`src/rtl/core/ocv_soc_estimator_defines.svh`:
```
// Assertion macros shared by the state of charge estimator RTL.
// No dependencies; expects clk and rst_n in the scope of use.
`ifndef OCV_SOC_ESTIMATOR_DEFINES_SVH
`define OCV_SOC_ESTIMATOR_DEFINES_SVH

// Same-cycle implication, disabled during reset
`define OCV_ASSERT_IMPL(lbl, ante, cons) \
  lbl: assert property (@(posedge clk) disable iff (!rst_n) (ante) |-> (cons)) \
    else $error("ocv_soc_estimator: assertion failed");

// Next-cycle implication, disabled during reset
`define OCV_ASSERT_NEXT(lbl, ante, cons) \
  lbl: assert property (@(posedge clk) disable iff (!rst_n) (ante) |=> (cons)) \
    else $error("ocv_soc_estimator: assertion failed");

`endif

```
`src/rtl/core/ocv_pkg.sv`:
```
// Shared types, constants and the open-circuit voltage ROM of the estimator.
// No dependencies.
`default_nettype none

package ocv_pkg;

  localparam int VD_W     = 19;  // pack voltage times 100, in mV
  localparam int CC_W     = 8;   // cell count
  localparam int MAG_W    = 24;  // magnitude of resistance times current
  localparam int CD_W     = 14;  // parallel cells times 1000
  localparam int V_W      = 16;  // cell voltage in mV
  localparam int SOC_W    = 7;
  localparam int ROM_SIZE = 100;
  localparam int QDEPTH   = 2;

  // Configuration register indexes
  localparam logic [1:0] CFG_CELL_COUNT = 2'd0;
  localparam logic [1:0] CFG_RESISTANCE = 2'd1;
  localparam logic [1:0] CFG_PARALLEL   = 2'd2;

  // One classified measurement waiting for the back end
  typedef struct packed {
    logic [VD_W-1:0]  volt_dividend;
    logic [CC_W-1:0]  cell_count;
    logic [MAG_W-1:0] cur_mag;
    logic             cur_neg;
    logic [CD_W-1:0]  comp_divisor;
  } q_entry_t;

  // Queue status seen by both sides
  typedef struct packed {
    logic full;
    logic empty;
  } q_stat_t;

  // Open-circuit cell voltage in mV; entry i stands for i+1 percent
  function automatic logic [V_W-1:0] ocv_rom_val(input logic [7:0] idx);
    logic [V_W-1:0] v;
    unique case (idx)
      8'd0:  v = 16'd2647;  8'd1:  v = 16'd2754;  8'd2:  v = 16'd2837;
      8'd3:  v = 16'd2902;  8'd4:  v = 16'd2948;  8'd5:  v = 16'd2985;
      8'd6:  v = 16'd3012;  8'd7:  v = 16'd3035;  8'd8:  v = 16'd3052;
      8'd9:  v = 16'd3068;  8'd10: v = 16'd3081;  8'd11: v = 16'd3092;
      8'd12: v = 16'd3100;  8'd13: v = 16'd3108;  8'd14: v = 16'd3115;
      8'd15: v = 16'd3123;  8'd16: v = 16'd3130;  8'd17: v = 16'd3136;
      8'd18: v = 16'd3142;  8'd19: v = 16'd3148;  8'd20: v = 16'd3152;
      8'd21: v = 16'd3156;  8'd22: v = 16'd3160;  8'd23: v = 16'd3164;
      8'd24: v = 16'd3168;  8'd25: v = 16'd3172;  8'd26: v = 16'd3175;
      8'd27: v = 16'd3177;  8'd28: v = 16'd3179;  8'd29: v = 16'd3182;
      8'd30: v = 16'd3184;  8'd31: v = 16'd3186;  8'd32: v = 16'd3188;
      8'd33: v = 16'd3190;  8'd34: v = 16'd3193;  8'd35: v = 16'd3195;
      8'd36: v = 16'd3197;  8'd37: v = 16'd3199;  8'd38: v = 16'd3201;
      8'd39: v = 16'd3202;  8'd40: v = 16'd3204;  8'd41: v = 16'd3205;
      8'd42: v = 16'd3207;  8'd43: v = 16'd3208;  8'd44: v = 16'd3210;
      8'd45: v = 16'd3211;  8'd46: v = 16'd3212;  8'd47: v = 16'd3214;
      8'd48: v = 16'd3215;  8'd49: v = 16'd3216;  8'd50: v = 16'd3217;
      8'd51: v = 16'd3218;  8'd52: v = 16'd3219;  8'd53: v = 16'd3220;
      8'd54: v = 16'd3221;  8'd55: v = 16'd3223;  8'd56: v = 16'd3224;
      8'd57: v = 16'd3225;  8'd58: v = 16'd3227;  8'd59: v = 16'd3228;
      8'd60: v = 16'd3229;  8'd61: v = 16'd3230;  8'd62: v = 16'd3231;
      8'd63: v = 16'd3232;  8'd64: v = 16'd3233;  8'd65: v = 16'd3235;
      8'd66: v = 16'd3236;  8'd67: v = 16'd3237;  8'd68: v = 16'd3238;
      8'd69: v = 16'd3240;  8'd70: v = 16'd3241;  8'd71: v = 16'd3243;
      8'd72: v = 16'd3244;  8'd73: v = 16'd3246;  8'd74: v = 16'd3247;
      8'd75: v = 16'd3248;  8'd76: v = 16'd3249;  8'd77: v = 16'd3250;
      8'd78: v = 16'd3251;  8'd79: v = 16'd3252;  8'd80: v = 16'd3254;
      8'd81: v = 16'd3256;  8'd82: v = 16'd3258;  8'd83: v = 16'd3259;
      8'd84: v = 16'd3260;  8'd85: v = 16'd3261;  8'd86: v = 16'd3262;
      8'd87: v = 16'd3264;  8'd88: v = 16'd3265;  8'd89: v = 16'd3266;
      8'd90: v = 16'd3267;  8'd91: v = 16'd3268;  8'd92: v = 16'd3270;
      8'd93: v = 16'd3271;  8'd94: v = 16'd3272;  8'd95: v = 16'd3273;
      8'd96: v = 16'd3274;  8'd97: v = 16'd3279;  8'd98: v = 16'd3312;
      8'd99: v = 16'd3649;
      default: v = 16'hFFFF;
    endcase
    return v;
  endfunction

endpackage

`default_nettype wire

```
`src/rtl/core/ocv_fifo.sv`:
```
// Two-entry queue of classified measurements between front and back end.
// Depends on ocv_pkg.
`default_nettype none

module ocv_fifo (
  input  wire              clk,
  input  wire              rst_n,
  input  wire              push,
  input  ocv_pkg::q_entry_t wr_entry,
  input  wire              pop,
  output ocv_pkg::q_entry_t rd_entry,
  output ocv_pkg::q_stat_t  stat
);
  import ocv_pkg::*;

  localparam int PW = $clog2(QDEPTH);

  q_entry_t        mem_r [QDEPTH];
  logic [PW-1:0]   wr_ptr_r, wr_ptr_nxt;
  logic [PW-1:0]   rd_ptr_r, rd_ptr_nxt;
  logic [PW:0]     count_r, count_nxt;
  logic            do_push, do_pop;

  assign stat.full  = (count_r == (PW+1)'(QDEPTH));
  assign stat.empty = (count_r == '0);
  assign do_push    = push && !stat.full;
  assign do_pop     = pop && !stat.empty;
  assign rd_entry   = mem_r[rd_ptr_r];

  // Advance pointers and occupancy
  always_comb begin
    wr_ptr_nxt = wr_ptr_r;
    rd_ptr_nxt = rd_ptr_r;
    count_nxt  = count_r;
    if (do_push) begin
      wr_ptr_nxt = (wr_ptr_r == PW'(QDEPTH-1)) ? '0 : wr_ptr_r + PW'(1);
    end
    if (do_pop) begin
      rd_ptr_nxt = (rd_ptr_r == PW'(QDEPTH-1)) ? '0 : rd_ptr_r + PW'(1);
    end
    if (do_push && !do_pop) begin
      count_nxt = count_r + (PW+1)'(1);
    end else if (do_pop && !do_push) begin
      count_nxt = count_r - (PW+1)'(1);
    end
  end

  always_ff @(posedge clk) begin
    if (!rst_n) begin
      wr_ptr_r <= '0;
      rd_ptr_r <= '0;
      count_r  <= '0;
    end else begin
      wr_ptr_r <= wr_ptr_nxt;
      rd_ptr_r <= rd_ptr_nxt;
      count_r  <= count_nxt;
    end
  end

  // Store entry payload
  always_ff @(posedge clk) begin
    if (do_push) begin
      mem_r[wr_ptr_r] <= wr_entry;
    end
  end

endmodule

`default_nettype wire

```
`src/rtl/core/ocv_front.sv`:
```
// Front end: configuration registers, input acceptance and operand set-up.
// Depends on ocv_pkg; feeds ocv_fifo.
`default_nettype none

module ocv_front (
  input  wire               clk,
  input  wire               rst_n,
  input  wire               cfg_we,
  input  wire  [1:0]        cfg_index,
  input  wire  [7:0]        cfg_wdata,
  input  wire               in_tvalid,
  output logic              in_tready,
  input  wire  [31:0]       in_tdata,
  input  ocv_pkg::q_stat_t  q_stat,
  output logic              q_push,
  output ocv_pkg::q_entry_t q_entry
);
  import ocv_pkg::*;

  logic [CC_W-1:0]     cell_count_r;
  logic [7:0]          resistance_r;
  logic [3:0]          parallel_r;
  logic [11:0]         volt;
  logic signed [15:0]  cur;
  logic signed [24:0]  prod;
  logic [3:0]          par_eff;

  // Write configuration registers
  always_ff @(posedge clk) begin
    if (!rst_n) begin
      cell_count_r <= 8'd80;
      resistance_r <= 8'd9;
      parallel_r   <= 4'd1;
    end else if (cfg_we) begin
      unique case (cfg_index)
        CFG_CELL_COUNT: cell_count_r <= cfg_wdata;
        CFG_RESISTANCE: resistance_r <= cfg_wdata;
        CFG_PARALLEL:   parallel_r   <= cfg_wdata[3:0];
        default: ;
      endcase
    end
  end

  assign volt = in_tdata[11:0];
  assign cur  = $signed(in_tdata[27:12]);

  // IR drop numerator; split into magnitude and sign for the unsigned divider
  assign prod    = $signed({1'b0, resistance_r}) * cur;
  assign par_eff = (parallel_r == 4'd0) ? 4'd1 : parallel_r;

  assign in_tready = !q_stat.full;
  assign q_push    = in_tvalid && in_tready;

  // Both truncating divisions fold into one by parallel cells times 1000
  always_comb begin
    q_entry.volt_dividend = VD_W'(volt) * VD_W'(100);
    q_entry.cell_count    = cell_count_r;
    q_entry.cur_neg       = prod[24];
    q_entry.cur_mag       = prod[24] ? MAG_W'(-prod) : prod[MAG_W-1:0];
    q_entry.comp_divisor  = CD_W'(par_eff) * CD_W'(1000);
  end

endmodule

`default_nettype wire

```
`src/rtl/core/ocv_div.sv`:
```
// Radix-2 restoring divider, one quotient bit per cycle.
// No dependencies.
`default_nettype none

module ocv_div #(
  parameter int NW = 24,
  parameter int DW = 14
) (
  input  wire           clk,
  input  wire           rst_n,
  input  wire           start,
  input  wire  [NW-1:0] dividend,
  input  wire  [DW-1:0] divisor,
  output logic          done,
  output logic [NW-1:0] quotient
);

  localparam int CW = $clog2(NW+1);

  logic [DW-1:0] rem_r, rem_nxt;
  logic [NW-1:0] quo_r, quo_nxt;
  logic [DW-1:0] dvs_r;
  logic [CW-1:0] cnt_r, cnt_nxt;
  logic          done_r, done_nxt;
  logic [DW:0]   rem_sh;
  logic [DW-1:0] rem_sub;
  logic          sub_ok;

  // Shift in the next dividend bit and trial-subtract. A zero divisor
  // always subtracts and leaves an all-ones quotient.
  assign rem_sh  = {rem_r, quo_r[NW-1]};
  assign sub_ok  = (rem_sh >= {1'b0, dvs_r});
  assign rem_sub = rem_sh[DW-1:0] - dvs_r;

  always_comb begin
    rem_nxt  = rem_r;
    quo_nxt  = quo_r;
    cnt_nxt  = cnt_r;
    done_nxt = done_r;
    if (start) begin
      rem_nxt  = '0;
      quo_nxt  = dividend;
      cnt_nxt  = CW'(NW);
      done_nxt = 1'b0;
    end else if (cnt_r != '0) begin
      if (sub_ok) begin
        rem_nxt = rem_sub;
        quo_nxt = {quo_r[NW-2:0], 1'b1};
      end else begin
        rem_nxt = rem_sh[DW-1:0];
        quo_nxt = {quo_r[NW-2:0], 1'b0};
      end
      cnt_nxt = cnt_r - CW'(1);
      if (cnt_r == CW'(1)) begin
        done_nxt = 1'b1;
      end
    end
  end

  always_ff @(posedge clk) begin
    if (!rst_n) begin
      cnt_r  <= '0;
      done_r <= 1'b0;
    end else begin
      cnt_r  <= cnt_nxt;
      done_r <= done_nxt;
    end
  end

  always_ff @(posedge clk) begin
    rem_r <= rem_nxt;
    quo_r <= quo_nxt;
    if (start) begin
      dvs_r <= divisor;
    end
  end

  assign done     = done_r;
  assign quotient = quo_r;

endmodule

`default_nettype wire

```
`src/rtl/core/ocv_back.sv`:
```
// Back end: divisions, IR compensation, binary search of the ROM and result.
// Depends on ocv_pkg, ocv_div and ocv_soc_estimator_defines.svh.
`default_nettype none
`include "ocv_soc_estimator_defines.svh"

module ocv_back #(
  parameter int TABLE_ENTRIES = 100
) (
  input  wire               clk,
  input  wire               rst_n,
  input  ocv_pkg::q_stat_t  q_stat,
  input  ocv_pkg::q_entry_t q_entry,
  output logic              q_pop,
  output logic              out_tvalid,
  input  wire               out_tready,
  output logic [7:0]        out_tdata,
  output logic              out_tuser
);
  import ocv_pkg::*;

  localparam int LIMIT = (TABLE_ENTRIES > ROM_SIZE) ? ROM_SIZE : TABLE_ENTRIES;
  localparam int NBW   = $clog2(LIMIT+1);
  localparam int SW    = (NBW > 1) ? $clog2(NBW) : 1;

  typedef enum logic [1:0] {S_IDLE, S_DIV, S_SRCH, S_OUT} state_t;

  state_t           state_r;
  logic [NBW-1:0]   n_r;
  logic [SW-1:0]    step_r;
  logic [V_W-1:0]   v_r;
  logic             neg_r;
  logic [SOC_W-1:0] soc_r;
  logic [SOC_W-1:0] out_soc_r;
  logic             out_hit_r;
  logic             out_valid_r;

  logic             start;
  logic             v_done, c_done;
  logic [VD_W-1:0]  v_quo;
  logic [MAG_W-1:0] c_quo;
  logic [V_W-1:0]   comp16;
  logic [V_W-1:0]   v_nxt;
  logic [NBW-1:0]   cand;
  logic [7:0]       rom_idx;
  logic             cand_ok;
  logic             load_out;
  logic             n_hit;

  assign start = (state_r == S_IDLE) && !q_stat.empty;
  assign q_pop = start;

  // Average cell voltage: pack voltage times 100 over cell count
  ocv_div #(.NW(VD_W), .DW(CC_W)) u_div_volt (
    .clk      (clk),
    .rst_n    (rst_n),
    .start    (start),
    .dividend (q_entry.volt_dividend),
    .divisor  (q_entry.cell_count),
    .done     (v_done),
    .quotient (v_quo)
  );

  // IR compensation magnitude
  ocv_div #(.NW(MAG_W), .DW(CD_W)) u_div_comp (
    .clk      (clk),
    .rst_n    (rst_n),
    .start    (start),
    .dividend (q_entry.cur_mag),
    .divisor  (q_entry.comp_divisor),
    .done     (c_done),
    .quotient (c_quo)
  );

  // Restore sign, subtract and wrap at 16 bits
  assign comp16 = neg_r ? (V_W'(0) - c_quo[V_W-1:0]) : c_quo[V_W-1:0];
  assign v_nxt  = v_quo[V_W-1:0] - comp16;

  // The table rises strictly, so the answer is the count of entries at or
  // below the voltage; build that count one bit a cycle, top bit first
  assign cand    = n_r | (NBW'(1) << step_r);
  assign rom_idx = 8'(cand) - 8'd1;
  assign cand_ok = (cand <= NBW'(LIMIT)) && (ocv_rom_val(rom_idx) <= v_r);

  assign load_out = (state_r == S_OUT) && (!out_valid_r || out_tready);
  assign n_hit    = (n_r != '0);

  always_ff @(posedge clk) begin
    if (!rst_n) begin
      state_r     <= S_IDLE;
      soc_r       <= '0;
      out_valid_r <= 1'b0;
    end else begin
      if (out_valid_r && out_tready) begin
        out_valid_r <= 1'b0;
      end
      unique case (state_r)
        S_IDLE: begin
          if (start) begin
            state_r <= S_DIV;
          end
        end
        S_DIV: begin
          if (v_done && c_done) begin
            state_r <= S_SRCH;
          end
        end
        S_SRCH: begin
          if (step_r == '0) begin
            state_r <= S_OUT;
          end
        end
        S_OUT: begin
          // Hold the result until the output slot is free
          if (load_out) begin
            out_valid_r <= 1'b1;
            out_hit_r   <= n_hit;
            if (n_hit) begin
              soc_r     <= SOC_W'(n_r);
              out_soc_r <= SOC_W'(n_r);
            end else begin
              out_soc_r <= soc_r;
            end
            state_r <= S_IDLE;
          end
        end
        default: state_r <= S_IDLE;
      endcase
    end
  end

  // Datapath registers
  always_ff @(posedge clk) begin
    if (start) begin
      neg_r <= q_entry.cur_neg;
    end
    if (state_r == S_DIV && v_done && c_done) begin
      v_r    <= v_nxt;
      n_r    <= '0;
      step_r <= SW'(NBW-1);
    end
    if (state_r == S_SRCH) begin
      if (cand_ok) begin
        n_r <= cand;
      end
      if (step_r != '0) begin
        step_r <= step_r - SW'(1);
      end
    end
  end

  assign out_tvalid = out_valid_r;
  assign out_tdata  = {1'b0, out_soc_r};
  assign out_tuser  = out_hit_r;

  `OCV_ASSERT_IMPL(a_soc_range, 1'b1, soc_r <= SOC_W'(LIMIT))
  `OCV_ASSERT_NEXT(a_soc_held, load_out && !n_hit, out_soc_r == $past(soc_r))
  `OCV_ASSERT_IMPL(a_div_ready, state_r == S_SRCH, v_done && c_done)
  `OCV_ASSERT_IMPL(a_hit_nonzero, out_valid_r && out_hit_r, out_soc_r != '0)

endmodule

`default_nettype wire

```
`src/rtl/core/ocv_soc_estimator.sv`:
```
// Top level of the open-circuit voltage state of charge estimator.
// Depends on ocv_pkg, ocv_front, ocv_fifo and ocv_back.
//
//   channel  | direction | handshake        | payload
//   ---------+-----------+------------------+----------------------------------
//   in_      | sink      | tvalid / tready  | tdata: voltage[11:0], current[27:12]
//   out_     | source    | tvalid / tready  | tdata: soc[6:0]; tuser: table_hit
//   cfg_     | sink      | we, no wait      | index 0..2, 8-bit write data
//
// An item leaves the queue, passes through the two restoring dividers
// running side by side (the 24-bit IR drop division is the longer one),
// takes seven binary-search steps over the voltage ROM and loads the
// output register. The front takes further items into a two-entry queue
// while the back works. Reset is synchronous and active low; state of
// charge restarts at 0. A stalled output holds the back end in its last
// state; the queue then fills and in_tready falls.
`default_nettype none

module ocv_soc_estimator #(
  parameter int TABLE_ENTRIES = 100
) (
  input  wire         clk,
  input  wire         rst_n,
  input  wire         cfg_we,
  input  wire  [1:0]  cfg_index,
  input  wire  [7:0]  cfg_wdata,
  input  wire         in_tvalid,
  output logic        in_tready,
  input  wire  [31:0] in_tdata,   // pack_voltage_100mv[11:0], pack_current_ma[27:12]
  output logic        out_tvalid,
  input  wire         out_tready,
  output logic [7:0]  out_tdata,  // state_of_charge[6:0]
  output logic        out_tuser   // table_hit[0]
);
  import ocv_pkg::*;

  q_stat_t  q_stat;
  q_entry_t wr_entry;
  q_entry_t rd_entry;
  logic     q_push;
  logic     q_pop;

  ocv_front u_front (
    .clk       (clk),
    .rst_n     (rst_n),
    .cfg_we    (cfg_we),
    .cfg_index (cfg_index),
    .cfg_wdata (cfg_wdata),
    .in_tvalid (in_tvalid),
    .in_tready (in_tready),
    .in_tdata  (in_tdata),
    .q_stat    (q_stat),
    .q_push    (q_push),
    .q_entry   (wr_entry)
  );

  ocv_fifo u_fifo (
    .clk      (clk),
    .rst_n    (rst_n),
    .push     (q_push),
    .wr_entry (wr_entry),
    .pop      (q_pop),
    .rd_entry (rd_entry),
    .stat     (q_stat)
  );

  ocv_back #(.TABLE_ENTRIES(TABLE_ENTRIES)) u_back (
    .clk        (clk),
    .rst_n      (rst_n),
    .q_stat     (q_stat),
    .q_entry    (rd_entry),
    .q_pop      (q_pop),
    .out_tvalid (out_tvalid),
    .out_tready (out_tready),
    .out_tdata  (out_tdata),
    .out_tuser  (out_tuser)
  );

endmodule

`default_nettype wire
```
`config.mk`:
```
export PLATFORM = sky130hd
export DESIGN_NAME = ocv_soc_estimator
export DESIGN_NICKNAME = d
export VERILOG_FILES = /design/src/rtl/core/ocv_pkg.sv /design/src/rtl/core/ocv_fifo.sv /design/src/rtl/core/ocv_front.sv /design/src/rtl/core/ocv_div.sv /design/src/rtl/core/ocv_back.sv /design/src/rtl/core/ocv_soc_estimator.sv
export VERILOG_INCLUDE_DIRS = /design/src /design/src/rtl/core
export SDC_FILE = /design/constraint.sdc
export NUM_CORES = 1
export LEC_CHECK = 0
export BUFFER_PORTS_ARGS = -buffer_cell sky130_fd_sc_hd__buf_4
export CAP_MARGIN = 20
export CORE_UTILIZATION = 40
export CTS_BUF_LIST = sky130_fd_sc_hd__clkbuf_2
export CTS_CLUSTER_DIAMETER = 200
export CTS_CLUSTER_SIZE = 20
export DETAILED_ROUTE_END_ITERATION = 8
export MAX_ROUTING_LAYER = met4
export PLACE_DENSITY = 0.64
export SETUP_SLACK_MARGIN = 0.05
export SYNTH_ARGS = -nofsm -noshare
export SYNTH_HDL_FRONTEND = slang
export SYNTH_SLANG_ARGS = --single-unit
export TNS_END_PERCENT = 5
```
`constraint.sdc`:
```
create_clock -name clk -period 5.7 [get_ports clk]
set_input_delay 0.57 -clock clk [delete_from_list [all_inputs] [get_ports clk]]
set_output_delay 0.57 -clock clk [all_outputs]
set_load 0.005 [all_outputs]
```
; Word-level counts from Yosys, hierarchy flattened
; Memory sizes are Yosys's and may differ from the RTL's. A register that Yosys moved wholly into a read port is not among the register bits.
; Index checks and enable logic that the tools add are counted.
[word_totals]
ff_bits = 168
ramBits = 122
rom_bits = 1920
inputBits = 47
output_inout_bits = 11
word_cells = 142
mem_count = 2
[mem_list]
columns = name, words, width, read_ports, rd_clocked_by_memory_dff, write_ports, line
row1 = (name not given), 128, 15, 1, 0, 0, ocv_pkg.sv:39  ; unique case (idx)
row2 = u_fifo.mem_r, 2, 61, 1, 1, 1, ocv_fifo.sv:18  ; q_entry_t mem_r [QDEPTH];
[classes]
add_sub_neg = 13
mul = 3
order_cmp = 4
n_eq_ne = 12
shifts = 1
mux = 39
bitwise = 2
n_reduce_logical = 39
[ops]
columns = cell, n
row1 = two-way mux 24 bit, 3
row2 = two-way mux 19 bit, 2
row3 = two-way mux 16 bit, 2
row4 = two-way mux 7 bit, 4
row5 = multiplier 9 x 16 -> 25 bit, 1
row6 = negator 24 bit, 1
row7 = two-way mux 5 bit, 4
row8 = "multiplier 12 x 5 -> 17 bit, second input constant", 1
row9 = <= comparator 16 bit, 1
row10 = "subtractor 1 x 16 -> 16 bit, first input constant", 1
row11 = subtractor 16 bit, 1
row12 = greater-or-equal comparator 15 x 14 -> 1 bit, 1
row13 = two-way mux 14 bit, 1
row14 = subtractor 14 bit, 1
row15 = logical AND 1 bit, 12
row16 = two-way mux 2 bit, 6
row17 = AND reduction 2 bit, 6
row18 = "multiplier 4 x 7 -> 11 bit, second input constant", 1
row19 = two-way mux 1 bit, 11
row20 = "== test 5 x 1 -> 1 bit, second input constant", 2
row21 = nonzero test 5 bit, 2
row22 = "subtractor 5 x 1 -> 5 bit, second input constant", 2
row23 = greater-or-equal comparator 9 x 8 -> 1 bit, 1
row24 = two-way mux 3 bit, 3
row25 = 28 further kinds, 43

; Longest topological paths before layout
; Gate-level depths: netlist of the first run.
; An unclocked memory read counts as a cell.
[depth]
word_depth = 9
ltp_mapped = 24

; By module
; From an unflattened synthesis of the first run, not the netlist that was laid out.
[unflattened]
cells_unflattened = 2277
hier_area_um2 = 23278.6
[by_module_without_submodules]
columns = mod, n_inst, cells_per_inst, area_each_um2, seq_area_each_um2
row1 = ocv_front, 1, 945, 7962.6, 400.4
row2 = ocv_back, 1, 639, 5052.3, 1151.1
row3 = ocv_fifo, 1, 230, 5003.5, 4063.9
row4 = ocv_div at u_back.u_div_comp, 1, 276, 3108.0, 1541.5
row5 = ocv_div at u_back.u_div_volt, 1, 187, 2152.1, 1091.0

; Worst setup path before layout of the first run
; Ideal clock, no wire load.
[synth_timing]
path_type = reg-to-reg
start = reg u_front.resistance_r[0]
end = mem u_fifo.mem_r[0][17] (netlist name), data pin
setup_time_ns = 0.263
arrival_ns = 5.324
required_ns = 5.437
path_slack_ns = 0.112
stages_incl_launch_ff = 23
period_less_slack_ns = 5.588
cell_sequence = dfxtp_1 clkbuf_1 clkbuf_1 nand2_1 fa_1 inv_1 fa_1 fa_1 inv_1 fa_1 inv_1 ha_1 a21oi_1 nor2b_1 or3_4 a31oi_2 o211ai_1 a31o_2 a21oi_1 xnor2_1 clkbuf_1 nor2_1 xnor2_1
[synth_lines]
columns = item, line
row1 = "start, declared", ocv_front.sv:21  ; logic [7:0] resistance_r;
row2 = "start signal, assigned", ocv_front.sv:37  ; CFG_RESISTANCE: resistance_r <= cfg_wdata;
row3 = "end, declared", ocv_fifo.sv:18

==> impl_results.md, run 1 <==
* CP Cell Sequence: nand2_4, fa_1, inv_2, fa_1, fa_1, inv_2, fa_1, inv_1, ha_2, or3_1, or3_4, a31oi_4, o21bai_1, xnor2_1, or4b_4, buf_4, nor2_2, a21oi_1, xor2_1
* Final-stage net count at 2522
* Yosys warns at 0
* RSZ-0062 raised after global routing: yes
* Worst-Margin Slew at 935 ps
* Hold endpoint: u_fifo.mem_r[0][47]
* VDD IR max at 0.265 mV
* Worst Setup End Kind: flop
* GRT Util Overall at 15.9%
* CTS sink count at 288
* First-pass GRT wire length at 69600 um
* HP Start: in_tdata[3]
* Maximum clock rate at 182 MHz
* Via Count at 14467
* CTS clk-pin slew, worst paths at 330 ps
* Syn Area/Cell at 10.1 um2
* Drt initial violations at 943
* Max Slew Vio Count at 0
* Worst R2R End: u_fifo.mem_r[0][32]
* CP Max Fanout at 6
* Antenna Violating Nets Remaining at 0
* Htree depth at 1
* DR DRC count at 0
* Io pins at 58
* Syn_nets at 2426
* Initial Util at 40.7%
* Worst path required time at 6290 ps
* Data arrival, critical path at 6100 ps
* Slew headroom at 37.6%
* Maxcap violations at 0
* R2R Setup Slk at 200 ps
* Status: complete, no violations
* Layout cells sized above 1 at 11.7%
* P per Cell Area at 526 mW/mm2
* Ys async rst share at 0%
* Core Region at 0.0515 mm2
* Area of the die at 0.0533 mm2
* Vias in the first global route at 14733
* Leading cell types in the layout, fill and taps excluded: 276 x inv_1, 209 x edfxtp_1, 185 x nand2_1, 181 x ha_1, 119 x buf_4
* Start of the worst register-to-register path: u_front.resistance_r[0]
* Fin. Hold Viols at 0
* Final setup vio count at 0
* Crit Path Category: reg -> reg
* Synth unique cells at 75
* Setup Skew at 199 ps
* Syn Inst Count at 2070
* Chip width at 231 um
* Post-Syn Area at 0.0210 mm2
* DIE HEIGHT at 231 um
* Prevailing post-synth register cell: edfxtp_1
* Routed WL at 41100 um
* Bufs and invs on worst path at 4
* Register area share after synthesis at 37.5%
* I/O Buffers at 52
* Worst setup SP type: flop
* Leak pwr at 10.1 nW
* CP max stage cell: fa_1
* Pre-antenna DRT Iters at 5
* Dpl hpwl at 31200 um
* Number of enable flip-flop cells after synthesis at 209
* Hold Path Class: in -> reg
* WL/cell at 14.4 um
* Initial antenna violation count at 2
* Power, Total at 0.0122 W
* Final period utilization at 96.6%
* Cells after DPL at 2799
* Worst path max stage delay at 550 ps
* GRT overflow at 0
* Worst path top cell family by delay: adder cells
* FP Rows at 83
* CP most frequent cell: fa_1
* Hold Path Depth at 2
* Synth Register Bits at 288
* Via/cell ratio at 5.07
* Fill count at 4949
* Fin cells at 2856
* Largest net degree at the start of global routing at 88
* Total CTS buffers at 18
* Commonest non-fill, non-tap cell in the layout: inv_1
* RD Place Congestion at 0.853
* Root buf cell: clkbuf_2
* Cells on worst reg2reg path at 19
* CTS tree: yes
* P&R area growth vs syn at 10.4%
* CTS Buffer Depth at 3
* Final Critical Period at 5500 ps
* Clock latency on the worst-skew pair at 930 ps
per-layer routing:
metal / up-vias / track usage [%] / share of wire (%)
li1: 7227 / - / -
met1: 6975 / 20.1 / 45
met2: 212 / 27.6 / 50
met3: 53 / 1.22 / 2.8
met4: 0 / 3.58 / 1.7
met5: - / - / 0
worst max path at each step:
| stage | startpoint | to | slack (ps) | cells past startpoint |
|---|---|---|---|---|
| 3_3_place_gp | in_tdata[16] | u_fifo.mem_r[1][13] | -40 | 18 |
| 6_report | u_front.resistance_r[0] | u_fifo.mem_r[0][32] | 200 | 19 |
| 2_1_floorplan | u_front.resistance_r[0] | u_fifo.mem_r[0][17] | 110 | 22 |
| 5_1_grt | u_front.resistance_r[0] | u_fifo.mem_r[1][35] | -60 | 18 |
| 4_1_cts | u_front.resistance_r[5] | u_fifo.mem_r[0][35] | 50 | 19 |
| 3_5_place_dp | in_tdata[15] | u_fifo.mem_r[1][13] | -90 | 20 |
synthesized netlist by cell type (9+ instances only):
cell	n	area (um2)
and2_1	75	469
xor2_1	46	403
and3_1	10	62.6
o211ai_1	9	67.6
xnor2_1	68	596
clkbuf_1	55	206
edfxtp_1	209	6280
a21boi_0	9	67.6
fa_1	119	2380
nand3_1	22	110
o21ai_0	118	591
a31oi_1	14	87.6
nand2b_1	15	93.8
nor3_1	33	165
nand2_1	197	739
dfxtp_1	79	1580
o21bai_1	11	82.6
mux2_2	23	259
nor2b_1	36	225
a21oi_1	105	526
nor2_1	85	319
mux2i_1	86	861
nand4_1	14	87.6
inv_1	283	1060
ha_1	190	2380
a21o_1	24	180
a211oi_1	15	113
registers in the layout, summed over array words and instances, names as in the netlist, 7 cells and up, named ones only:
name,count
u_back.n_r,7
u_back.out_soc_r,7
u_back.soc_r,7
u_back.u_div_comp.dvs_r,11
u_back.u_div_comp.quotient,24
u_back.u_div_comp.rem_r,14
u_back.u_div_volt.dvs_r,8
u_back.u_div_volt.quotient,19
u_back.u_div_volt.rem_r,8
u_back.v_r,16
u_fifo.mem_r,122
u_front.cell_count_r,8
u_front.resistance_r,8
repair_timing:
item	4_1_cts	5_1_grt
gates resized for setup	8	68
hold buffers	17	0
endpoints found under the hold margin	36	0
buffers inserted	1	6
pin swaps	0	47
setup endpoints to repair	40	47
cell families (layout without fill, tap and decap cells):
logic type               Yosys count  after routing  share of synthesized area [%]
XOR/XNOR                         114            114                           4.77
multiplexers                     111            111                           5.56
flip-flops                       288            288                           37.5
buffers and inverters            353            457                           6.37
AO/OA/AOI/OAI                    373            373                           10.9
other                              1              3                         0.0179
adder cells (fa/ha/maj)          309            309                           22.7
AND/OR/NAND/NOR                  521            521                           12.2
through the flow:
stage | cell area (um2) | worst slack (ps) | setup TNS, ps | hold slack (ps) | utilization, %
2_1_floorplan | 21000 | 112 | 0 | 425 | -
3_3_place_gp | 22500 | -36.4 | -128 | 440 | 43.6
3_5_place_dp | 22500 | -88.4 | -710 | 442 | 43.6
4_1_cts | 22800 | 52.6 | 0 | 37.7 | 44.3
5_1_grt | 23100 | -57.2 | -341 | 31.6 | 44.9
6_report | 23100 | 196 | 0 | 108 | 44.9
where the power goes:
part           leakage [nW]  switching [W]  total [W]  internal (W)
combinational          7.32        0.00434    0.00753       0.00319
sequential             2.63       0.000434    0.00386       0.00342
clock                 0.129       0.000614   0.000782      0.000167
area by class of cell:
type	count	area, um2	area share, %
multi-input cells	1429	12000	51.8
flip-flops and latches	288	7880	34.1
repair buffers	144	1160	5.01
inverters	285	1070	4.63
well taps	680	851	3.68
clock buffers	26	130	0.563
clock inverters	2	46.3	0.200
diodes	2	5.00	0.0216
(Power assumes the default switching activity.)
==> run 2: changes to the inputs <==
- CORE_UTILIZATION: 40 -> 45
- PLACE_DENSITY: 0.64 -> 0.7
==> run 2 against run 1 <==
Sequential share of layout area up 0.30 points. Sequential cell count is the same. Combinational power hardly changed. Clock power is 8.8% lower. Register-to-register slack improved by 40 ps. Via count is 0.57% lower. Critical path type unchanged. Largest cell class unchanged. Largest power group unchanged.
==> impl_results.md, run 2 (same netlist as run 1, synthesis figures left out) <==
* Status: complete, no violations
* DIE HEIGHT at 218 um (-5.7%)
* Fin cells at 2768 (-3.1%)
* Worst R2R End: u_fifo.mem_r[1][32]
* Vias in the first global route at 14491 (-1.6%)
* I/O Buffers at 52 (unchanged)
* P&R area growth vs syn at 9.42%
* Io pins at 58 (unchanged)
* Core Region at 0.0457 mm2 (-11%)
* Setup Skew at 136 ps (-62.6 ps)
* CTS clk-pin slew, worst paths at 350 ps (+20 ps)
* Cells on worst reg2reg path at 19 (unchanged)
* Total CTS buffers at 18 (unchanged)
* CP startpoint: u_front.resistance_r[2]
* Final-stage net count at 2515 (-0.28%)
* Leading cell types in the layout, fill and taps excluded: 278 x inv_1, 209 x edfxtp_1, 193 x nand2_1, 180 x ha_1, 116 x buf_4
* Pre-CTS setup slack at -126 ps (-37.2 ps)
* Max Slew Vio Count at 0 (unchanged)
* Pre-antenna DRT Iters at 5 (unchanged)
* RD Place Congestion at 0.876 (+2.8%)
* Initial Util at 45.9% (+5.2 points)
* Setup TNS at 0 ps (unchanged)
* CTS sink count at 288 (unchanged)
* CTS Buffer Depth at 3 (unchanged)
* Layout cells sized above 1 at 11.0% (-0.65 points)
* Data arrival, critical path at 6010 ps (-90 ps)
* Worst path required time at 6260 ps (-30 ps)
* Worst setup endpoint: u_fifo.mem_r[1][32]
* Start of the worst register-to-register path: u_front.resistance_r[2]
* CP Cell Sequence: nand2_1, fa_1, inv_1, fa_1, fa_1, inv_1, fa_1, inv_1, ha_4, or3_1, or3_4, and3_4, a21oi_2, xnor2_1, or4b_4, buf_4, nor2_1, a21oi_1, xor2_1
* Largest net degree at the start of global routing at 86 (-2.3%)
* Fin. Hold Viols at 0 (unchanged)
* Maxcap violations at 0 (unchanged)
* Chip width at 218 um (-5.7%)
* FP Rows at 78 (-6.0%)
* Dpl hpwl at 30400 um (-2.5%)
* Final period utilization at 95.8% (-0.79 points)
* RSZ-0062 raised after global routing: yes
* Commonest non-fill, non-tap cell in the layout: inv_1
* CP max stage cell: or4b_4
* Via/cell ratio at 5.20 (+2.6%)
* GRT Util Overall at 17.5% (+1.6 points)
* Top reg by flops: u_fifo.mem_r
* Fill count at 4151 (-16%)
* Via Count at 14384 (-0.57%)
* Worst path max stage delay at 540 ps (about the same)
* Hold slack at 108 ps (+0.818 ps)
* Sequential Area at 0.00788 mm2 (unchanged)
* Htree depth at 1 (unchanged)
* CTS tree: yes
* Antenna Violating Nets Remaining at 0 (unchanged)
* Final Critical Period at 5460 ps (-44.8 ps)
* Multi-input combinational cell area at 0.0120 mm2 (about the same)
* GRT overflow at 0 (unchanged)
* Crit Path Category: reg -> reg
* Routed WL at 40100 um (-2.4%)
* Area of the die at 0.0474 mm2 (-11%)
* CP most frequent cell: fa_1
* Post-route setup slack at 241 ps (+44.8 ps)
* Worst-Margin Slew at 1010 ps (+70.5 ps)
* First-pass GRT wire length at 67900 um (-2.5%)
* Power, Total at 0.0121 W (-0.83%)
* Largest register FFs at 122 (unchanged)
* R2R Setup Slk at 240 ps (+40 ps)
* WL/cell at 14.5 um (+0.70%)
* Slew headroom at 32.5% (-5.0 points)
* Initial antenna violation count at 2 (unchanged)
* Drt initial violations at 810 (-14%)
* Bufs and invs on worst path at 4 (unchanged)
* Clock latency on the worst-skew pair at 860 ps (-70 ps)
* Critical path depth at 19 (unchanged)
* Worst path top cell family by delay: adder cells
* DR DRC count at 0 (unchanged)
* Cells after DPL at 2716 (-3.0%)
* Worst Setup End Kind: flop
* Root buf cell: clkbuf_2
* VDD IR max at 0.295 mV (+11%)
* CP Max Fanout at 8 (+2)
* Final setup vio count at 0 (unchanged)
* Maximum clock rate at 183 MHz (+0.82%)
* P per Cell Area at 526 mW/mm2 (about the same)
* Leak pwr at 10.0 nW (-0.79%)
* Worst setup SP type: flop
* Hold Path Class: in -> reg
[run 2: area by class of cell]
cell class                      instances  share of cell area (%)
Multi-Input combinational cell       1429                    52.3
Clock inverter                          1                  0.0709
Tap cell                              600                    3.27
Timing Repair Buffer                  137                    4.76
Antenna cell                            2                  0.0218
Clock buffer                           26                   0.568
Sequential cell                       288                    34.4
Inverter                              285                    4.67
[run 2: layer usage]
metal / track usage [%] / wire, um / vias to the layer above
li1: - / - / 7215
met1: 22.2 / 18400 / 6884
met2: 30.5 / 19700 / 216
met3: 1.14 / 1040 / 69
met4: 4.41 / 878 / 0
met5: - / 0 / -
[run 2: timing repair]
item,in CTS,in global routing
endpoints found under the setup margin,45,45
setup buffers,2,4
gates resized for setup,12,48
hold buffers,15,0
endpoints found under the hold margin,31,0
pin swaps,0,20
[run 2: how the worst min path moves through the flow]
stage	from	endpoint	slack, ps	cells after the start
5_1_grt	in_tdata[3]	u_fifo.mem_r[0][47]	40	2
6_report	in_tdata[3]	u_fifo.mem_r[0][47]	110	2
4_1_cts	in_tdata[3]	u_fifo.mem_r[0][47]	30	2
3_5_place_dp	u_front.cell_count_r[2]	u_fifo.mem_r[0][38]	450	0
3_3_place_gp	u_front.cell_count_r[2]	u_fifo.mem_r[0][38]	440	0
2_1_floorplan	u_front.cell_count_r[0]	u_fifo.mem_r[0][36]	420	0
[run 2: report_power, final]
group          switching (W)  internal [W]  total, W
sequential          0.000433       0.00342   0.00386
combinational        0.00433       0.00317   0.00750
clock               0.000591      0.000122  0.000713
[run 2: stage by stage]
step | utilization (%) | area, um2
finish | 50.2 | 22900
global route | 50.2 | 22900
CTS | 49.6 | 22700
detailed placement | 48.9 | 22300
global placement | 48.9 | 22300
floorplan | - | 21000
==> run 3: changes to the inputs <==
- CORE_ASPECT_RATIO: default -> 2
- GPL_TIMING_DRIVEN: default -> 0
==> run 3 against run 2 <==
The run now ends with negative setup slack left. Sequential cell count is the same. Routed wire length rose by 23%. Cell count shrank 0.33%. Worst setup slack worse by 270 ps. Combinational power is 7.1% higher. Utilization is 0.19 points higher. Critical path depth rose by 2. Highest routed layer unchanged.
==> impl_results.md, run 3 (same netlist as run 1, synthesis figures left out) <==
* DR DRC count at 0 (unchanged)
* Antenna Violating Nets Remaining at 0 (unchanged)
* Hold Path Class: in -> reg
* Commonest non-fill, non-tap cell in the layout: inv_1
* Total CTS buffers at 18 (unchanged)
* Htree depth at 1 (unchanged)
* Top reg by flops: u_fifo.mem_r
* Initial Util at 45.7% (-0.16 points)
* R2R Setup Slk at -30 ps (-270 ps)
* Fill count at 4148 (-0.072%)
* RD Place Congestion at 0.964 (+10%)
* Vias in the first global route at 15866 (+9.5%)
* Setup Skew at 113 ps (-23.8 ps)
* VDD IR max at 0.214 mV (-27%)
* Cell Area, Placed at 0.0221 mm2 (-1.1%)
* Final setup vio count at 2 (+2)
* CTS tree: yes
* Maxcap violations at 0 (unchanged)
* Chip width at 155 um (-29%)
* CP startpoint: u_front.resistance_r[5]
* I/O Buffers at 52 (unchanged)
* Cells on worst reg2reg path at 21 (+2)
* Root buf cell: clkbuf_2
* CP max stage cell: or4b_4
* Hold slack at 74.6 ps (-33.7 ps)
* First-pass GRT wire length at 78500 um (+16%)
* RSZ-0062 raised after global routing: yes
* Drt initial violations at 650 (-20%)
* Layout cells sized above 1 at 11.1% (+0.092 points)
* Largest net degree at the start of global routing at 41 (-52%)
* Final Critical Period at 5730 ps (+274 ps)
* GRT Util Overall at 21.6% (+4.1 points)
* Slew headroom at 29.9% (-2.6 points)
* Final period utilization at 101% (+4.8 points)
* Worst setup SP type: flop
* Worst path required time at 6270 ps (about the same)
* Post-route setup slack at -32.8 ps (-274 ps)
* DIE HEIGHT at 307 um (+41%)
* Crit Path Category: reg -> reg
* Pre-antenna DRT Iters at 5 (unchanged)
* Initial antenna violation count at 1 (-1)
* Data arrival, critical path at 6300 ps (+290 ps)
* CTS sink count at 288 (unchanged)
* Post-route design area at 0.0231 mm2 (+0.71%)
* Worst Setup End Kind: flop
* Routed WL at 49200 um (+23%)
* Io pins at 58 (unchanged)
* Leading cell types in the layout, fill and taps excluded: 280 x inv_1, 209 x edfxtp_1, 192 x nand2_1, 182 x ha_1
* WL/cell at 17.8 um (+23%)
* Max Slew Vio Count at 0 (unchanged)
* Worst R2R End: u_fifo.mem_r[0][35]
* P per Cell Area at 546 mW/mm2 (+3.8%)
* Largest register FFs at 122 (unchanged)
* Via Count at 15088 (+4.9%)
* Leak pwr at 10.1 nW (+0.70%)
* CTS clk-pin slew, worst paths at 320 ps (-30 ps)
* CP most frequent cell: fa_1
* P&R area growth vs syn at 10.2%
* CP Max Fanout at 6 (-2)
* Worst-Margin Slew at 1040 ps (+35.8 ps)
* CTS Buffer Depth at 3 (unchanged)
* Core Region at 0.0458 mm2 (+0.35%)
* Clock latency on the worst-skew pair at 880 ps (+20 ps)
* Via/cell ratio at 5.47 (+5.2%)
* Maximum clock rate at 174 MHz (-4.8%)
* FP Rows at 111 (+42%)
* Start of the worst register-to-register path: u_front.resistance_r[5]
* CP Cell Sequence: buf_4, buf_4, and2_1, fa_1, fa_1, fa_1, inv_1, fa_1, inv_1, ha_4, a21oi_2, nor2b_2, or3_4, and3_4, a21oi_4, xnor2_2, or4b_4, nor3_4, a41oi_2, xnor2_2, buf_4
* Status: complete, but fails checks
* Failing checks: negative setup slack
* Worst setup endpoint: u_fifo.mem_r[0][35]
* Multi-input combinational cell area at 0.0121 mm2 (+0.84%)
* Area of the die at 0.0475 mm2 (+0.11%)
* Fin. Hold Viols at 0 (unchanged)
* Dpl hpwl at 38700 um (+27%)
* Setup TNS at -65.5 ps (-65.5 ps)
* Final-stage net count at 2537 (+0.87%)
* Fin util at 50.4% (+0.19 points)
* GRT overflow at 0 (unchanged)
* Worst path max stage delay at 570 ps (+30 ps)
* Sequential Area at 0.00789 mm2 (about the same)
==> run 3: worst min path at each step <==
stage / from / endpoint / slack, ps / cells after the start
floorplan: u_front.cell_count_r[0] / u_fifo.mem_r[0][36] / 420 / 0
global placement: u_front.cell_count_r[1] / u_fifo.mem_r[0][37] / 440 / 0
detailed placement: u_front.cell_count_r[2] / u_fifo.mem_r[1][38] / 440 / 0
CTS: in_tdata[3] / u_fifo.mem_r[1][47] / 10 / 2
global route: in_tdata[3] / u_fifo.mem_r[0][47] / 30 / 2
finish: in_tdata[3] / u_fifo.mem_r[1][47] / 70 / 2
==> run 3: where the power goes <==
part,total [W],switching [W],internal [W]
Clock,0.000752,0.000610,0.000142
Sequential,0.00383,0.000412,0.00342
Combinational,0.00803,0.00484,0.00319
Total,0.0126,0.00586,0.00676
==> run 3: metal layers <==
metal  wire length [um]  GRT usage [%]
met5                  0              -
met3               1050           1.17
met4               3850           15.0
met2              28300           44.0
met1              16000           18.1
==> run 3: through the flow <==
stage / cells / total power, W / setup slack [ps]
final: 2759 / 0.0126 / -32.8
after global routing: 2759 / 0.0136 / -215
after CTS: 2757 / 0.0125 / -32.8
after detailed placement: 2690 / 0.0115 / -1120
after global placement: 2687 / 0.0112 / -1240
after floorplan: 2070 / 0.00940 / 112
==> run 3: what timing repair did <==
action                                  4_1_cts  5_1_grt
gates resized for setup                      90       39
endpoints found under the hold margin        31        0
pin swaps                                    26        7
hold buffers                                 12        0
cloned                                        2        0
endpoints found under the setup margin       55       53
setup buffers                                22        1
==> run 3: critical path, delay by kind of cell (launching register included) <==
kind / cells / cell delay (ps)
buffers and inverters: 5 / 600
XOR/XNOR: 2 / 250
adder cells (fa/ha/maj): 5 / 2150
flip-flops: 1 / 460
AO/OA/AOI/OAI: 3 / 430
AND/OR/NAND/NOR: 6 / 1520
==> run 3: cell type report <==
type | instances | area share, %
plain buffers | 66 | 1.73
well taps | 565 | 3.06
repair buffers | 93 | 3.35
clock inverters | 1 | 0.0704
clock buffers | 31 | 0.672
inverters | 285 | 4.63
flip-flops and latches | 288 | 34.2
multi-input cells | 1429 | 52.3
diodes | 1 | 0.0108
